### config.mk
export PLATFORM = sky130hd
export DESIGN_NAME = distinct_window_marker_detect_unit
export DESIGN_NICKNAME = d
export VERILOG_FILES = /design/src/rtl/dwmd_pkg.sv /design/src/rtl/dwmd_pos_store.sv /design/src/rtl/dwmd_track.sv /design/src/rtl/distinct_window_marker_detect_unit.sv
export SDC_FILE = /design/constraint.sdc
export NUM_CORES = 1
export LEC_CHECK = 0
export BUFFER_PORTS_ARGS = -buffer_cell sky130_fd_sc_hd__buf_2
export CAP_MARGIN = 0
export CORE_ASPECT_RATIO = 0.9
export CORE_MARGIN = 5
export CORE_UTILIZATION = 45
export DETAILED_ROUTE_END_ITERATION = 10
export GPL_ROUTABILITY_DRIVEN = 0
export PLACE_DENSITY_LB_ADDON = 0.2
export SYNTH_ARGS = -nofsm -noshare
export SYNTH_HDL_FRONTEND = slang
export SYNTH_HIERARCHICAL = 1
export SYNTH_SLANG_ARGS = --single-unit
### constraint.sdc
create_clock -name i_clk -period 5.2 [get_ports i_clk]
set_input_delay 0.26 -clock i_clk [delete_from_list [all_inputs] [get_ports i_clk]]
set_output_delay 0.26 -clock i_clk [all_outputs]
set_load 0.02 [all_outputs]
### src/rtl/dwmd_pkg.sv
// Shared constants and control structs for the distinct window marker detector.
package dwmd_pkg;

    localparam int MARKER_LENGTH_W = 5;
    localparam logic [MARKER_LENGTH_W-1:0] MARKER_LENGTH_RESET = 5'd4;

    localparam logic [7:0] CHAR_A = 8'h61;
    localparam logic [7:0] CHAR_Z = 8'h7a;

    localparam int POSITION_W = 32;
    localparam logic [POSITION_W-1:0] POSITION_MAX = '1;

    // write request from the tracker to the last-seen store
    typedef struct packed {
        logic wr_en;
        logic clear_all;
    } t_store_ctl;

    // what the store knows about the previous occurrence of the read letter
    typedef struct packed {
        logic valid;
        logic fwd;
    } t_prev_info;

endpackage

### src/rtl/dwmd_pos_store.sv
// Last-seen position memory per letter, with valid bits, bypass flag and aging sweep.
module dwmd_pos_store #(
    parameter int WINDOW_MAX = 16,
    parameter int ALPHABET_SIZE = 26,
    localparam int LETTER_W = $clog2(ALPHABET_SIZE),
    localparam int AGE_W = $clog2(WINDOW_MAX + ALPHABET_SIZE + 4) + 1
) (
    input  logic                  i_clk,
    input  logic                  i_rst_n,
    input  dwmd_pkg::t_store_ctl  i_ctl,
    input  logic [LETTER_W-1:0]   i_wr_addr,
    input  logic [AGE_W-1:0]      i_wr_pos,
    input  logic                  i_rd_en,
    input  logic [LETTER_W-1:0]   i_rd_addr,
    input  logic [AGE_W-1:0]      i_cur_pos,
    output logic [AGE_W-1:0]      o_rd_pos,
    output dwmd_pkg::t_prev_info  o_rd_info
);

    logic [AGE_W-1:0] mem [ALPHABET_SIZE];

    logic [AGE_W-1:0]         r_rd_pos;
    logic [LETTER_W-1:0]      r_rd_addr;
    logic                     r_fwd;
    logic [ALPHABET_SIZE-1:0] r_valid;
    logic [ALPHABET_SIZE-1:0] n_valid;
    logic [LETTER_W-1:0]      r_sweep;
    logic [LETTER_W-1:0]      n_sweep;
    logic [LETTER_W-1:0]      r_sw_idx;
    logic [AGE_W-1:0]         r_sw_pos;
    logic                     r_sw_guard;
    logic [AGE_W-1:0]         sw_age;
    logic                     sw_clr;

    always_ff @(posedge i_clk) begin
        if (i_ctl.wr_en) begin
            mem[i_wr_addr] <= i_wr_pos;
        end
        if (i_rd_en) begin
            r_rd_pos <= mem[i_rd_addr];
        end
        r_sw_pos <= mem[r_sweep];
    end

    // entries older than the window are dropped so the short position never aliases
    assign sw_age = i_cur_pos - r_sw_pos;
    assign sw_clr = r_valid[r_sw_idx] && !r_sw_guard && (sw_age >= AGE_W'(WINDOW_MAX));

    always_comb begin
        n_sweep = (r_sweep == LETTER_W'(ALPHABET_SIZE - 1)) ? '0 : r_sweep + 1'b1;
        n_valid = r_valid;
        if (sw_clr) begin
            n_valid[r_sw_idx] = 1'b0;
        end
        if (i_ctl.wr_en) begin
            n_valid[i_wr_addr] = 1'b1;
        end
        if (i_ctl.clear_all) begin
            n_valid = '0;
        end
    end

    always_ff @(posedge i_clk) begin
        if (!i_rst_n) begin
            r_valid    <= '0;
            r_sweep    <= '0;
            r_sw_idx   <= '0;
            r_sw_guard <= 1'b1;
            r_rd_addr  <= '0;
            r_fwd      <= 1'b0;
        end else begin
            r_valid    <= n_valid;
            r_sweep    <= n_sweep;
            r_sw_idx   <= r_sweep;
            // sweep data read at the same edge as a write to that entry is stale
            r_sw_guard <= i_ctl.wr_en && (i_wr_addr == r_sweep);
            if (i_rd_en) begin
                r_rd_addr <= i_rd_addr;
                r_fwd     <= i_ctl.wr_en && !i_ctl.clear_all && (i_wr_addr == i_rd_addr);
            end
        end
    end

    assign o_rd_pos        = r_rd_pos;
    assign o_rd_info.valid = r_valid[r_rd_addr];
    assign o_rd_info.fwd   = r_fwd;

    a_clear_empties: assert property (@(posedge i_clk) disable iff (!i_rst_n)
        i_ctl.clear_all |=> (r_valid == '0))
        else $error("valid bits not cleared at end of stream");

    a_write_sets_valid: assert property (@(posedge i_clk) disable iff (!i_rst_n)
        (i_ctl.wr_en && !i_ctl.clear_all) |=> r_valid[$past(i_wr_addr)])
        else $error("written entry not marked valid");

endmodule

### src/rtl/dwmd_track.sv
// Distinct-run, window fill, stream position tracking; one commit per cycle.
module dwmd_track #(
    parameter int WINDOW_MAX = 16,
    parameter int ALPHABET_SIZE = 26,
    localparam int LEN_W = $clog2(WINDOW_MAX + 1),
    localparam int AGE_W = $clog2(WINDOW_MAX + ALPHABET_SIZE + 4) + 1
) (
    input  logic                              i_clk,
    input  logic                              i_rst_n,
    input  logic                              i_commit,
    input  logic                              i_last,
    input  logic [LEN_W-1:0]                  i_len,
    input  logic [AGE_W-1:0]                  i_prev_pos,
    input  dwmd_pkg::t_prev_info              i_prev,
    output logic                              o_found,
    output logic                              o_not_found,
    output logic [dwmd_pkg::POSITION_W-1:0]   o_position,
    output dwmd_pkg::t_store_ctl              o_ctl,
    output logic [AGE_W-1:0]                  o_wr_pos,
    output logic [AGE_W-1:0]                  o_cur_pos
);

    logic [LEN_W-1:0]                r_run;
    logic [LEN_W-1:0]                n_run;
    logic [LEN_W-1:0]                r_held;
    logic [LEN_W-1:0]                n_held;
    logic                            r_seen;
    logic                            n_seen;
    logic [AGE_W-1:0]                r_ipos;
    logic [AGE_W-1:0]                n_ipos;
    logic [dwmd_pkg::POSITION_W-1:0] r_pos;
    logic [dwmd_pkg::POSITION_W-1:0] n_pos;
    logic [dwmd_pkg::POSITION_W-1:0] pos_inc;
    logic [AGE_W-1:0]                item_pos;
    logic [AGE_W-1:0]                prev_gap;
    logic [LEN_W-1:0]                run_inc;
    logic [LEN_W-1:0]                run_new;
    logic [LEN_W:0]                  held_inc;
    logic                            has_prev;
    logic                            full;
    logic                            found;

    assign item_pos = r_ipos + 1'b1;
    // previous item wrote this letter at the edge of our read: it sits one back
    assign prev_gap = i_prev.fwd ? AGE_W'(1) : item_pos - i_prev_pos;
    assign has_prev = i_prev.fwd | i_prev.valid;
    assign run_inc  = (r_run == LEN_W'(WINDOW_MAX)) ? r_run : r_run + 1'b1;
    assign run_new  = (has_prev && (prev_gap < AGE_W'(run_inc))) ? LEN_W'(prev_gap) : run_inc;
    assign held_inc = {1'b0, r_held} + 1'b1;
    assign full     = (held_inc >= {1'b0, i_len});
    assign found    = !r_seen && full && (run_new >= i_len);
    assign pos_inc  = (r_pos == dwmd_pkg::POSITION_MAX) ? r_pos : r_pos + 1'b1;

    always_comb begin
        n_run  = r_run;
        n_held = r_held;
        n_seen = r_seen;
        n_ipos = r_ipos;
        n_pos  = r_pos;
        if (i_commit) begin
            if (i_last) begin
                n_run  = '0;
                n_held = '0;
                n_seen = 1'b0;
                n_ipos = '0;
                n_pos  = '0;
            end else begin
                n_ipos = item_pos;
                n_pos  = pos_inc;
                if (!r_seen) begin
                    n_run  = run_new;
                    // a full window keeps len-1 after dropping the oldest
                    n_held = full ? i_len - 1'b1 : held_inc[LEN_W-1:0];
                    n_seen = found;
                end
            end
        end
    end

    always_ff @(posedge i_clk) begin
        if (!i_rst_n) begin
            r_run  <= '0;
            r_held <= '0;
            r_seen <= 1'b0;
            r_ipos <= '0;
            r_pos  <= '0;
        end else begin
            r_run  <= n_run;
            r_held <= n_held;
            r_seen <= n_seen;
            r_ipos <= n_ipos;
            r_pos  <= n_pos;
        end
    end

    assign o_found         = found;
    assign o_not_found     = i_last && !r_seen && !found;
    assign o_position      = pos_inc;
    assign o_ctl.wr_en     = i_commit && !r_seen;
    assign o_ctl.clear_all = i_commit && i_last;
    assign o_wr_pos        = item_pos;
    assign o_cur_pos       = r_ipos;

    a_held_in_window: assert property (@(posedge i_clk) disable iff (!i_rst_n)
        r_held < LEN_W'(WINDOW_MAX))
        else $error("window fill count out of range");

    a_found_after_len: assert property (@(posedge i_clk) disable iff (!i_rst_n)
        (i_commit && o_found) |-> (o_position >= dwmd_pkg::POSITION_W'(i_len)))
        else $error("marker found before enough items");

endmodule

### src/rtl/distinct_window_marker_detect_unit.sv
// Top level: symbol mapping, stage and output registers, configuration register.
// An accepted item is registered in the stage register, its result in the output register.
// Throughput: one item per cycle while not stalled; the last-seen position memory is read
// at accept and written on commit, with a bypass for the same letter in back-to-back items.
// Reset (synchronous, active low) empties the pipeline, clears stream state and valid bits,
// and sets marker_length to 4; memory contents are not cleared and no item waits on reset.
module distinct_window_marker_detect_unit #(
    parameter int WINDOW_MAX = 16,
    parameter int ALPHABET_SIZE = 26
) (
    input  logic                                   i_clk,
    input  logic                                   i_rst_n,
    input  logic                                   i_cfg_we,
    input  logic [dwmd_pkg::MARKER_LENGTH_W-1:0]   i_cfg_wdata,
    input  logic                                   i_valid,
    output logic                                   o_stall,
    input  logic [7:0]                             i_symbol,
    input  logic                                   i_last_symbol,
    output logic                                   o_valid,
    input  logic                                   i_stall,
    output logic                                   o_found,
    output logic [dwmd_pkg::POSITION_W-1:0]        o_position,
    output logic                                   o_not_found
);

    localparam int LETTER_W = $clog2(ALPHABET_SIZE);
    localparam int LEN_W    = $clog2(WINDOW_MAX + 1);
    localparam int AGE_W    = $clog2(WINDOW_MAX + ALPHABET_SIZE + 4) + 1;
    localparam int CMP_W    = (LEN_W > dwmd_pkg::MARKER_LENGTH_W) ?
                              LEN_W : dwmd_pkg::MARKER_LENGTH_W;

    logic [dwmd_pkg::MARKER_LENGTH_W-1:0] r_marker_length;
    logic [CMP_W-1:0]                     len_raw;
    logic [CMP_W-1:0]                     len_clamped;
    logic [LEN_W-1:0]                     len_eff;

    logic [7:0]          sym_ofs;
    logic                sym_letter;
    logic [LETTER_W-1:0] letter;

    logic                r_s1_valid;
    logic [LETTER_W-1:0] r_s1_letter;
    logic                r_s1_last;

    logic                            r_out_valid;
    logic                            r_found;
    logic [dwmd_pkg::POSITION_W-1:0] r_position;
    logic                            r_not_found;

    logic advance;
    logic s1_go;
    logic in_accept;

    logic                            trk_found;
    logic                            trk_not_found;
    logic [dwmd_pkg::POSITION_W-1:0] trk_position;
    dwmd_pkg::t_store_ctl            store_ctl;
    dwmd_pkg::t_prev_info            prev_info;
    logic [AGE_W-1:0]                wr_pos;
    logic [AGE_W-1:0]                cur_pos;
    logic [AGE_W-1:0]                prev_pos;

    // zero acts as one, anything above the window acts as the window
    always_comb begin
        len_raw = CMP_W'(r_marker_length);
        if (len_raw == '0) begin
            len_clamped = CMP_W'(1);
        end else if (len_raw > CMP_W'(WINDOW_MAX)) begin
            len_clamped = CMP_W'(WINDOW_MAX);
        end else begin
            len_clamped = len_raw;
        end
    end
    assign len_eff = LEN_W'(len_clamped);

    // bytes that are not a letter of the alphabet count as the first letter
    assign sym_ofs    = i_symbol - dwmd_pkg::CHAR_A;
    assign sym_letter = (i_symbol >= dwmd_pkg::CHAR_A) && (i_symbol <= dwmd_pkg::CHAR_Z) &&
                        (sym_ofs < 8'(ALPHABET_SIZE));
    assign letter     = sym_letter ? LETTER_W'(sym_ofs) : '0;

    assign advance   = !r_out_valid || !i_stall;
    assign s1_go     = r_s1_valid && advance;
    assign o_stall   = r_s1_valid && !advance;
    assign in_accept = i_valid && !o_stall;

    always_ff @(posedge i_clk) begin
        if (!i_rst_n) begin
            r_marker_length <= dwmd_pkg::MARKER_LENGTH_RESET;
        end else if (i_cfg_we) begin
            r_marker_length <= i_cfg_wdata;
        end
    end

    always_ff @(posedge i_clk) begin
        if (!i_rst_n) begin
            r_s1_valid  <= 1'b0;
            r_out_valid <= 1'b0;
        end else begin
            if (in_accept) begin
                r_s1_valid <= 1'b1;
            end else if (s1_go) begin
                r_s1_valid <= 1'b0;
            end
            if (s1_go) begin
                r_out_valid <= 1'b1;
            end else if (!i_stall) begin
                r_out_valid <= 1'b0;
            end
        end
    end

    always_ff @(posedge i_clk) begin
        if (in_accept) begin
            r_s1_letter <= letter;
            r_s1_last   <= i_last_symbol;
        end
        if (s1_go) begin
            r_found     <= trk_found;
            r_position  <= trk_position;
            r_not_found <= trk_not_found;
        end
    end

    dwmd_pos_store #(
        .WINDOW_MAX    (WINDOW_MAX),
        .ALPHABET_SIZE (ALPHABET_SIZE)
    ) u_store (
        .i_clk     (i_clk),
        .i_rst_n   (i_rst_n),
        .i_ctl     (store_ctl),
        .i_wr_addr (r_s1_letter),
        .i_wr_pos  (wr_pos),
        .i_rd_en   (in_accept),
        .i_rd_addr (letter),
        .i_cur_pos (cur_pos),
        .o_rd_pos  (prev_pos),
        .o_rd_info (prev_info)
    );

    dwmd_track #(
        .WINDOW_MAX    (WINDOW_MAX),
        .ALPHABET_SIZE (ALPHABET_SIZE)
    ) u_track (
        .i_clk       (i_clk),
        .i_rst_n     (i_rst_n),
        .i_commit    (s1_go),
        .i_last      (r_s1_last),
        .i_len       (len_eff),
        .i_prev_pos  (prev_pos),
        .i_prev      (prev_info),
        .o_found     (trk_found),
        .o_not_found (trk_not_found),
        .o_position  (trk_position),
        .o_ctl       (store_ctl),
        .o_wr_pos    (wr_pos),
        .o_cur_pos   (cur_pos)
    );

    assign o_valid     = r_out_valid;
    assign o_found     = r_found;
    assign o_position  = r_position;
    assign o_not_found = r_not_found;

    a_found_excl: assert property (@(posedge i_clk) disable iff (!i_rst_n)
        r_out_valid |-> !(r_found && r_not_found))
        else $error("found and not_found on the same item");

    a_stage_holds: assert property (@(posedge i_clk) disable iff (!i_rst_n)
        (r_s1_valid && !advance) |=> (r_s1_valid && $stable(r_s1_letter)))
        else $error("held item lost from stage register");

    a_commit_shows: assert property (@(posedge i_clk) disable iff (!i_rst_n)
        s1_go |=> r_out_valid)
        else $error("committed item missing at output");

endmodule

==> summary.txt, run 1 <==
Floorplan
  – Die Area: 0.04214 sq mm
  – Die width: 215.8 um
  – Initial core utilization: a little under half
  – Total core area: 0.03747 sq mm
  – I/O Pins: 55
  – Vert. Die Dim: 195.2 um
  – Rows: 67

Place
  – Pre-CTS worst setup slack: 0.3398 ns
  – Placed inst area: 0.01791 sq mm
  – Final HPWL DP: around 28 mm
  – Port Buffer Count: 54

Setup path
  – CP bufs+invs: 0
  – R2R Path End: o_not_found
  – Worst-path fanout max: 8
  – Crit path required time: 5.55 ns
  – Worst r2r path cells: 19
  – CP startpoint kind: flop
  – Most frequent CP cell: a21oi_1
  – CP cell instances: mux2i_1, or3_1, a21oi_1, a31oi_1, a21oi_1, or4b_2, nand3_1, a211oi_1, or2_2, a31oi_1, nand2_1, ha_1, nand2b_1, a21o_1, a21o_1, a21oi_1, nor2b_1, o21ai_1, nor3b_1
  – R2R setup slack: between 0.4 and 0.5 ns
  – Worst EP arrival: 5.11 ns
  – RR Startpoint: u_store/r_rd_addr[0]
  – CP max stage cell: or4b_2
  – Crit end category: flop
  – Crit Path Class: flop to flop
  – Crit-path max cell delay: 0.64 ns
  – CP top delay family: simple AND/OR/NAND/NOR gates

Synthesis
  – Seq cells post-synth: 336
  – Post-Syn Area: ~0.017 sq mm
  – Count of yosys warnings during synthesis: 6
  – Post-synthesis sequential area ratio: 52.56%
  – Number of synthesized flops with an enable pin: 229
  – Synth unique cells: between 80 and 90
  – Primary FF master, synth: edfxtp_1
  – Synth Instances: 1,326
  – Mean Syn Cell Area: 12.94 sq um
  – Async S/R FF share, synth: 0%
  – Syn_nets: 1,382

Detailed routing
  – Via count: 11,380
  – Antenna-violating nets left: 0
  – Initial DRC count: 1,008
  – Final WL: 41.74 mm
  – # DRC: 0
  – DR pass1 iterations: 5
  – WL per Instance: 22.18 um
  – Routed vias/inst: 6.048

Final layout
  – Fin area: 0.01904 sq mm
  – Most common cell after layout, fill and taps aside: edfxtp_1
  – Nets@finish: ~1,400
  – Most frequent cells in the layout: edfxtp_1, dfxtp_1, mux4_2
  – P&R area growth vs syn: 10.97%
  – Final core utilization: just over 50%
  – # diodes: 0
  – Share of cells above drive strength 1: 19.16%

Timing
  – TNS Setup: 0 ns
  – Achievable frequency: 209.9 MHz
  – Worst-Margin Slew: 1.166 ns
  – Worst hold slack: ~0.076 ns
  – Tcrit/Tclk final: 91.63%
  – Worst Skew: 0.02637 ns
  – Final setup violation count: 0
  – RSZ-0062 raised after global routing: no
  – Setup ws final: 0.4352 ns
  – Final Hold Vio Count: 0
  – Slew headroom: between 20% and 30%
  – Pins Over Slew Limit: 0
  – Fin crit period: 4.765 ns

Hold path
  – Hold_sp: i_stall
  – Worst Hold End: o_valid
  – Hold WC Path Type: input pin to flop
  – Worst hold path cell count: 3

Outcome
  – Status: completed

Clock network
  – H-Tree Depth: 2
  – Cts bufs inserted: 35
  – Worst-path clk slew: 0.06 ns
  – Clock net sink count: 336
  – Clock Path Buffers: 3
  – Worst skew pair latency: 0.54 ns
  – CTS tree: done
  – Clock root buffer: clkbuf_16

Global route
  – Tot GR Track Use: 19.56%
  – First-pass GRT wire length: approximately 65 mm
  – Vias in the first global route: 11,270
  – Initial antenna violation count: 2
  – Largest net degree at the start of global routing: 57
  – GRT overflow: 0

Pwr
  – Pleak: ~6.3 nW
  – Pwr dens: 297.2 mW/mm^2
  – Peak VDD IR: 255.2 uV

Run
  – Reported max-cap violation count: 0
## synth_stat cells (38+ instances only)
cell type  instances  area [sq um]
a21oi_1           53         265.3
clkbuf_1          43         161.4
dfxtp_1          107          2142
edfxtp_1         229          6877
inv_1             68         255.2
mux4_2            88          1982
nand2_1           81         304.0
nor2_1            70         262.8
o21ai_0           74         370.4
xnor2_1           38         332.8
## layer usage
layer  track usage [%]  vias up  part of all wire, %
met5                 0        -                    0
met4             5.262        0                  2.3
met3             3.716       70                  6.0
met2             33.03      371                   49
met1             26.15     5753                   43
li1                  -     5189                    -
## cell families after synthesis
logic type	after synthesis	synth area share, %
AOI/OAI and AO/OA	240	8.744
xor gates and xnor gates	61	3.194
adders and majority gates	37	2.742
buffers and inverters	144	3.850
DFF	336	52.56
muxes	159	17.61
and+or+nand+nor	349	11.30
## worst max-delay path by stage
stage,start,to,slack [ns],depth (start not counted)
6_report,u_store/r_rd_addr[0],o_not_found,0.44,19
5_1_grt,u_track/o_cur_pos[1],o_not_found,0.02,21
4_1_cts,u_track/o_cur_pos[0],o_not_found,0.31,21
3_5_place_dp,u_track/o_cur_pos[0],o_not_found,0.34,21
3_3_place_gp,u_track/o_cur_pos[0],o_not_found,0.46,21
2_1_floorplan,u_track/o_cur_pos[0],o_not_found,0.17,22
## worst register-to-register path, cell delays in order, from the launching register on
cell and delay [ns]:
dfxtp_1 0.62, mux2i_1 0.15, or3_1 0.32, a21oi_1 0.16, a31oi_1 0.06, a21oi_1 0.51, or4b_2 0.64, nand3_1 0.11
a211oi_1 0.09, or2_2 0.30, a31oi_1 0.21, nand2_1 0.09, ha_1 0.26, nand2b_1 0.14, a21o_1 0.17, a21o_1 0.17
a21oi_1 0.14, nor2b_1 0.06, o21ai_1 0.18, nor3b_1 0.21
## cell type report
type / count / area [sq um]
clock buffers: 47 / 972.2
clock inverters: 14 / 82.58
fillers: 3187 / 18430
inverters: 70 / 262.8
multi-input cells: 846 / 7552
flip-flops and latches: 336 / 9025
well taps: 483 / 604.3
repair buffers: 86 / 540.5
## flip-flops by register name, indices dropped and copies added (netlist names), 7 cells and up
| signal | cells |
|---|---|
| u_track/o_cur_pos | 7 |
| u_track/r_pos | 32 |
| u_store/o_rd_pos | 7 |
| u_store/r_sw_pos | 7 |
| u_store/mem | 182 |
| u_store/r_valid | 26 |
| o_position | 32 |
## what timing repair did
action,4_1_cts,5_1_grt
hold buffers,7,0
hold endpoints to repair,7,0
endpoints found under the setup margin,0,3
buffers inserted,0,0
resized for setup,0,4
## power breakdown
part           internal [W]  leakage, nW  switching (W)  total (W)
Sequential          0.00288         2.73      0.0000580    0.00293
Combinational      0.000162         3.05       0.000217   0.000378
Clock               0.00131        0.511        0.00103    0.00235
Total               0.00435         6.29        0.00131    0.00566
## through the flow
stage	total power (W)	instances
6_report	0.005658	1882
2_1_floorplan	0.003247	1326
3_3_place_gp	0.003360	1814
4_1_cts	0.005720	1882
5_1_grt	0.005865	1882
3_5_place_dp	0.003366	1814
(Power assumes the default switching activity.)
==> run 2, diff against run 1 <==
--- a/config.mk
+++ b/config.mk
@@ -8,7 +8,6 @@
 export BUFFER_PORTS_ARGS = -buffer_cell sky130_fd_sc_hd__buf_2
 export CAP_MARGIN = 0
 export CORE_ASPECT_RATIO = 0.9
-export CORE_MARGIN = 5
 export CORE_UTILIZATION = 45
 export DETAILED_ROUTE_END_ITERATION = 10
 export GPL_ROUTABILITY_DRIVEN = 0
==> summary.txt, run 2 (synthesized netlist as in run 1, its figures left out) <==
Outcome
  – Status: completed

Detailed routing
  – Initial DRC count: 950 (-5.8%)
  – DR pass1 iterations: 5 (unchanged)
  – Final WL: 40.87 mm (-2.1%)
  – WL per Instance: 21.66 um (-2.4%)
  – Routed vias/inst: 5.930 (-2.0%)
  – Via count: 11,190 (-1.7%)
  – # DRC: 0 (unchanged)
  – Antenna-violating nets left: 0 (unchanged)

Floorplan
  – I/O Pins: 55 (unchanged)
  – Rows: 67 (unchanged)
  – Total core area: 0.03739 sq mm (-0.22%)
  – Die width: 207.8 um (-3.7%)
  – Die Area: 0.03891 sq mm (-7.7%)
  – Vert. Die Dim: 187.2 um (-4.1%)
  – Initial core utilization: 45.89% (+0.10 points)

Clock network
  – Clock Path Buffers: 3 (unchanged)
  – Clock root buffer: clkbuf_16
  – Clock net sink count: 336 (unchanged)
  – Cts bufs inserted: 37 (+5.7%)
  – CTS tree: done
  – H-Tree Depth: 2 (unchanged)
  – Worst skew pair latency: 0.55 ns (about the same)
  – Worst-path clk slew: 0.06 ns (about the same)

Global route
  – First-pass GRT wire length: 63.70 mm (-2.2%)
  – GRT overflow: 0 (unchanged)
  – Vias in the first global route: 11,090 (-1.6%)
  – Largest net degree at the start of global routing: 57 (unchanged)
  – Tot GR Track Use: 21.20% (+1.6 points)
  – Initial antenna violation count: 0 (-2)

Place
  – Port Buffer Count: 54 (unchanged)
  – Final HPWL DP: 26.71 mm (-3.4%)
  – Cells after DPL: 1,812 (-0.11%)

Setup path
  – CP startpoint kind: flop
  – RR Startpoint: u_track/o_cur_pos[1]
  – Crit path required time: 5.56 ns (about the same)
  – Worst r2r path cells: 21 (+2)
  – Crit end category: flop
  – R2R Path End: o_not_found
  – Worst EP arrival: 5.16 ns (+0.05 ns)
  – R2R setup slack: 0.40 ns (-0.04 ns)
  – Crit Path Class: flop to flop
  – Worst-path fanout max: 5 (-3)

Final layout
  – Share of cells above drive strength 1: 19.16% (about the same)
  – Finished Layout Cells: 1,887 (+0.27%)
  – Nets@finish: 1,431 (unchanged)
  – # diodes: 0 (unchanged)
  – Most frequent cells in the layout: edfxtp_1, dfxtp_1, mux4_2
  – Most common cell after layout, fill and taps aside: edfxtp_1
  – Max FFs per register: 182 (unchanged)
  – P&R area growth vs syn: 11.63%
  – Biggest register: u_store/mem

Timing
  – Worst-Margin Slew: 0.9845 ns (-0.1818 ns)
  – Achievable frequency: 208.3 MHz (-0.73%)
  – Tcrit/Tclk final: 92.31% (+0.68 points)
  – Pins Over Slew Limit: 0 (unchanged)
  – TNS Setup: 0 ns (unchanged)
  – Fin crit period: 4.800 ns (+0.03513 ns)
  – Final Hold Vio Count: 0 (unchanged)
  – Worst Skew: 0.02505 ns (-0.001318 ns)
  – RSZ-0062 raised after global routing: no
  – Slew headroom: 34.16% (+12 points)
  – Final setup violation count: 0 (unchanged)
  – Worst hold slack: 0.04711 ns (-0.02844 ns)

Pwr
  – Sequential Power Share: 50.1% (-1.7 points)
  – Pwr dens: 305.9 mW/mm^2 (+2.9%)
  – Final Power: 0.005859 W (+3.6%)
  – Clk pwr share: 43.5% (+2.0 points)
  – Switching Fraction: 22.64% (-0.45 points)
  – Pleak: 6.348 nW (+0.84%)
  – Combinational Power Share: 6.5% (-0.2 points)
  – Internal: 0.004533 W (+4.2%)
  – Psw: 0.001327 W (+1.5%)
  – Peak VDD IR: 290.2 uV (+14%)

Hold path
  – Hold WC Path Type: input pin to flop
  – Hold_sp: i_stall
  – Worst Hold End: o_valid
  – Worst hold path cell count: 3 (unchanged)

Run
  – Reported max-cap violation count: 0 (unchanged)
run 2: worst max-delay path by stage:
| stage | from | end | depth (start not counted) | slack, ns |
|---|---|---|---|---|
| 2_1_floorplan | u_track/o_cur_pos[0] | o_not_found | 22 | 0.17 |
| 3_3_place_gp | u_track/o_cur_pos[0] | o_not_found | 21 | 0.50 |
| 3_5_place_dp | u_store/r_rd_addr[0] | o_not_found | 18 | 0.31 |
| 4_1_cts | u_store/r_rd_addr[0] | o_not_found | 18 | 0.27 |
| 5_1_grt | u_track/o_cur_pos[1] | o_not_found | 21 | 0.009 |
| 6_report | u_track/o_cur_pos[1] | o_not_found | 21 | 0.40 |
run 2: cell type report:
cell class,count,area (sq um)
clock buffer,53,1037
clock inverter,15,142.6
fill,3174,18240
inverter,70,262.8
multi-input combinational,846,7556
sequential,336,9025
tap,483,604.3
timing repair buffer,84,525.5
run 2: metrics by stage:
| step | worst slack, ns | utilization (%) | instance area [sq um] |
|---|---|---|---|
| 3_3_place_gp | 0.4995 | 47.85 | 17890 |
| 5_1_grt | 0.008526 | 51.23 | 19150 |
| 6_report | 0.4001 | 51.23 | 19150 |
| 3_5_place_dp | 0.3093 | 47.85 | 17890 |
| 4_1_cts | 0.2737 | 51.19 | 19140 |
| 2_1_floorplan | 0.1744 | - | 17160 |
run 2: routing by layer:
layer	up-vias	global-route usage, %	part of all wire [%]
li1	5189	-	-
met1	5603	28.76	44
met2	327	35.00	48
met3	70	3.408	5.6
met4	0	6.610	2.3
met5	-	0	0
run 2: what timing repair did:
| action | in CTS | in global routing |
|---|---|---|
| endpoints found under the setup margin | 0 | 3 |
| buffers inserted | 0 | 0 |
| resized for setup | 0 | 4 |
| endpoints found under the hold margin | 7 | 0 |
| hold buffers | 7 | 0 |
run 2: power groups by stage:
stage	clock (W)	combinational, W	sequential (W)
2_1_floorplan	0	0.000282	0.00297
3_5_place_dp	0	0.000374	0.00299
3_3_place_gp	0	0.000369	0.00299
6_report	0.00255	0.000378	0.00293
5_1_grt	0.00271	0.000412	0.00294
4_1_cts	0.00261	0.000380	0.00293
run 2: critical path, cell delays in order (launching register included):
cell	delay (ns)
dfxtp_1	0.40
ha_2	0.26
and3_1	0.26
xor2_2	0.10
ha_1	0.35
o21a_1	0.14
o31a_1	0.16
a21o_1	0.15
nor2_1	0.07
ha_1	0.22
a211o_1	0.23
o21ai_0	0.14
nand2_1	0.14
or3_1	0.44
o32ai_1	0.26
ha_1	0.28
a21o_1	0.16
a21o_1	0.17
a21oi_1	0.14
nor2b_1	0.06
o21ai_0	0.23
nor3b_1	0.24
==> run 3, diff against run 2 <==
--- a/config.mk
+++ b/config.mk
@@ -5,6 +5,7 @@
 export SDC_FILE = /design/constraint.sdc
 export NUM_CORES = 1
 export LEC_CHECK = 0
+export ABC_AREA = 1
 export BUFFER_PORTS_ARGS = -buffer_cell sky130_fd_sc_hd__buf_2
 export CAP_MARGIN = 0
 export CORE_ASPECT_RATIO = 0.9
==> summary.txt, run 3 <==
Outcome
  – Status: completed

Timing
  – Final Hold Vio Count: 0 (unchanged)
  – Achievable frequency: 228.5 MHz (+9.7%)
  – Tcrit/Tclk final: 84.15% (-8.2 points)
  – Worst hold slack: 0.01643 ns (-0.03068 ns)
  – Slew headroom: 12.38% (-22 points)
  – RSZ-0062 raised after global routing: no
  – Worst Skew: 0.01947 ns (-0.005585 ns)
  – Pins Over Slew Limit: 0 (unchanged)
  – Final setup violation count: 0 (unchanged)
  – Fin crit period: 4.376 ns (-0.4239 ns)
  – Worst-Margin Slew: 1.310 ns (+0.3251 ns)
  – TNS Setup: 0 ns (unchanged)

Setup path
  – Worst Setup SP: u_track/o_cur_pos[2]
  – Crit end category: flop
  – CP top delay family: simple AND/OR/NAND/NOR gates
  – Worst r2r path cells: 27 (+29%)
  – R2R Path End: o_found
  – Crit path required time: 5.49 ns (-0.07 ns)
  – Crit Path Class: flop to flop
  – Worst EP arrival: 4.67 ns (-0.49 ns)
  – Critical path depth in cells: 27 (+29%)
  – Crit-path max cell delay: 0.48 ns (+0.04 ns)
  – Most frequent CP cell: nand2_1
  – RR Startpoint: u_track/o_cur_pos[2]
  – CP startpoint kind: flop
  – Worst-path fanout max: 6 (+1)
  – R2R setup slack: 0.82 ns (+0.42 ns)
  – CP max stage cell: dfxtp_1
  – Worst setup path end: o_found
  – CP bufs+invs: 5 (+5)

Synthesis
  – Post-Syn Area: 0.01775 sq mm (+3.4%)
  – Seq cells post-synth: 336 (unchanged)
  – Synth unique cells: 50 (-38%)
  – Primary FF master, synth: edfxtp_1
  – Synth top area share: 38.74% (-1.3 points)
  – Syn_nets: 2,133 (+54%)
  – Count of yosys warnings during synthesis: 6 (unchanged)
  – Post-synthesis sequential area ratio: 50.81% (-1.8 points)
  – Synth top cells by count: nand2_1, nor2_1, edfxtp_1, o21ai_0, inv_1
  – Mean Syn Cell Area: 8.550 sq um (-34%)
  – Number of synthesized flops with an enable pin: 229 (unchanged)
  – Synth area leader: edfxtp_1
  – Most frequent cell after synthesis: nand2_1
  – Top cells by area, synth: edfxtp_1, dfxtp_1, nand2_1
  – Async S/R FF share, synth: 0% (unchanged)
  – Synth Instances: 2,076 (+57%)

Floorplan
  – Die width: 211.3 um (+1.7%)
  – I/O Pins: 55 (unchanged)
  – Vert. Die Dim: 190.4 um (+1.7%)
  – Total core area: 0.03863 sq mm (+3.3%)
  – Initial core utilization: 45.95% (+0.061 points)
  – Die Area: 0.04024 sq mm (+3.4%)
  – Rows: 68 (+1.5%)

Pwr
  – Peak VDD IR: 242.2 uV (-17%)
  – Pwr dens: 316.9 mW/mm^2 (+3.6%)
  – Pleak: 7.389 nW (+16%)

Clock network
  – Cts bufs inserted: 38 (+2.7%)
  – Clock net sink count: 336 (unchanged)
  – Post-CTS Setup Bufs: 0 (unchanged)
  – Worst skew pair latency: 0.55 ns (about the same)
  – Clock root buffer: clkbuf_16
  – CTS tree: done
  – CTS resizes: 0 (unchanged)
  – H-Tree Depth: 2 (unchanged)
  – Worst-path clk slew: 0.06 ns (about the same)
  – Clock Path Buffers: 3 (unchanged)
  – Hold_buf cts: 6 (-1)

Global route
  – First-pass GRT wire length: 78.27 mm (+23%)
  – Largest net degree at the start of global routing: 124 (+120%)
  – Vias in the first global route: 13,710 (+24%)
  – GRT overflow: 0 (unchanged)
  – Tot GR Track Use: 25.22% (+4.0 points)
  – Initial antenna violation count: 1 (+1)

Detailed routing
  – # DRC: 0 (unchanged)
  – Routed length on met2: 22.21 mm (+14%)
  – Via count: 15,100 (+35%)
  – Initial DRC count: 1,662 (+75%)
  – Met3 wire len: 5.029 mm (+120%)
  – Top Metal Used: met5
  – WL per Instance: 19.26 um (-11%)
  – Final WL: 50.78 mm (+24%)
  – Routed vias/inst: 5.726 (-3.4%)
  – DR pass1 iterations: 6 (+1)
  – Metal-1 WL: 22.21 mm (+22%)
  – Antenna-violating nets left: 0 (unchanged)

Final layout
  – Max FFs per register: 182 (unchanged)
  – Most frequent cells in the layout: nand2_1, nor2_1, edfxtp_1
  – Sequential Area: 0.009024 sq mm (about the same)
  – Fillers: 3,614 (+14%)
  – P&R area growth vs syn: 10.86%
  – Most common cell after layout, fill and taps aside: nand2_1
  – # diodes: 0 (unchanged)
  – Multi-input logic area: 0.007423 sq mm (-1.8%)
  – Final core utilization: 50.94% (-0.29 points)
  – Biggest register: u_store/mem
  – Nets@finish: 2,139 (+49%)
  – Share of cells above drive strength 1: 9.801% (-9.4 points)

Hold path
  – Hold_sp: i_valid
  – Hold WC Path Type: input pin to flop

Place
  – Final HPWL DP: 33.20 mm (+24%)
  – Port Buffer Count: 54 (unchanged)

Run
  – Reported max-cap violation count: 0 (unchanged)
## run 3: worst reg2reg max path, delay by kind of cell (launching register included)
family	cells	cell delay [ns]
compound gates	6	0.77
xor+xnor	1	0.15
fa+ha+maj	3	0.82
buf+inv	5	0.33
flops	1	0.48
simple gates	12	1.58
## run 3: logic make-up after synthesis
| logic type | Yosys count | share of synthesized area (%) |
|---|---|---|
| compound gates | 492 | 16.17 |
| xor+xnor | 45 | 2.263 |
| fa+ha+maj | 38 | 2.721 |
| buf+inv | 331 | 7.684 |
| flops | 336 | 50.81 |
| simple gates | 834 | 20.35 |
## run 3: routing by layer
metal	GRT usage (%)	vias up
met5	0	-
met4	8.138	2
met3	4.282	98
met2	38.37	770
met1	36.38	7097
li1	-	7133
## run 3: layout make-up
type                       instances  share of cell area, %
clock inverter                    23                  1.335
timing repair buffer              78                  2.429
tap                              525                  3.338
sequential                       336                  45.86
inverter                         219                  4.191
multi-input combinational       1409                  37.73
clock buffer                      47                  5.119
## run 3: report_power, final
group / switching (W) / internal [W] / total [W]
logic: 0.000397 / 0.000165 / 0.000562
clock network: 0.00111 / 0.00163 / 0.00274
registers: 0.0000494 / 0.00288 / 0.00293
## run 3: worst min-delay path by stage
| stage | end | slack [ns] | cells past startpoint |
|---|---|---|---|
| after CTS | len_raw[1] | 0.005 | 3 |
| after global placement | r_s1_last | 0.46 | 1 |
| after global routing | r_s1_valid | 0.03 | 3 |
| after detailed placement | r_s1_last | 0.45 | 1 |
| after floorplan | r_s1_last | 0.36 | 0 |
| final | r_s1_valid | 0.02 | 3 |
## run 3: through the flow
step	area (sq um)	instances	worst slack, ns	total power [W]
floorplan	17750	2076	0.5873	0.003358
global placement	18350	2561	0.9565	0.003518
detailed placement	18350	2561	0.8760	0.003532
CTS	19680	2637	0.8414	0.006272
global route	19680	2637	0.4415	0.006440
finish	19680	2637	0.8240	0.006236
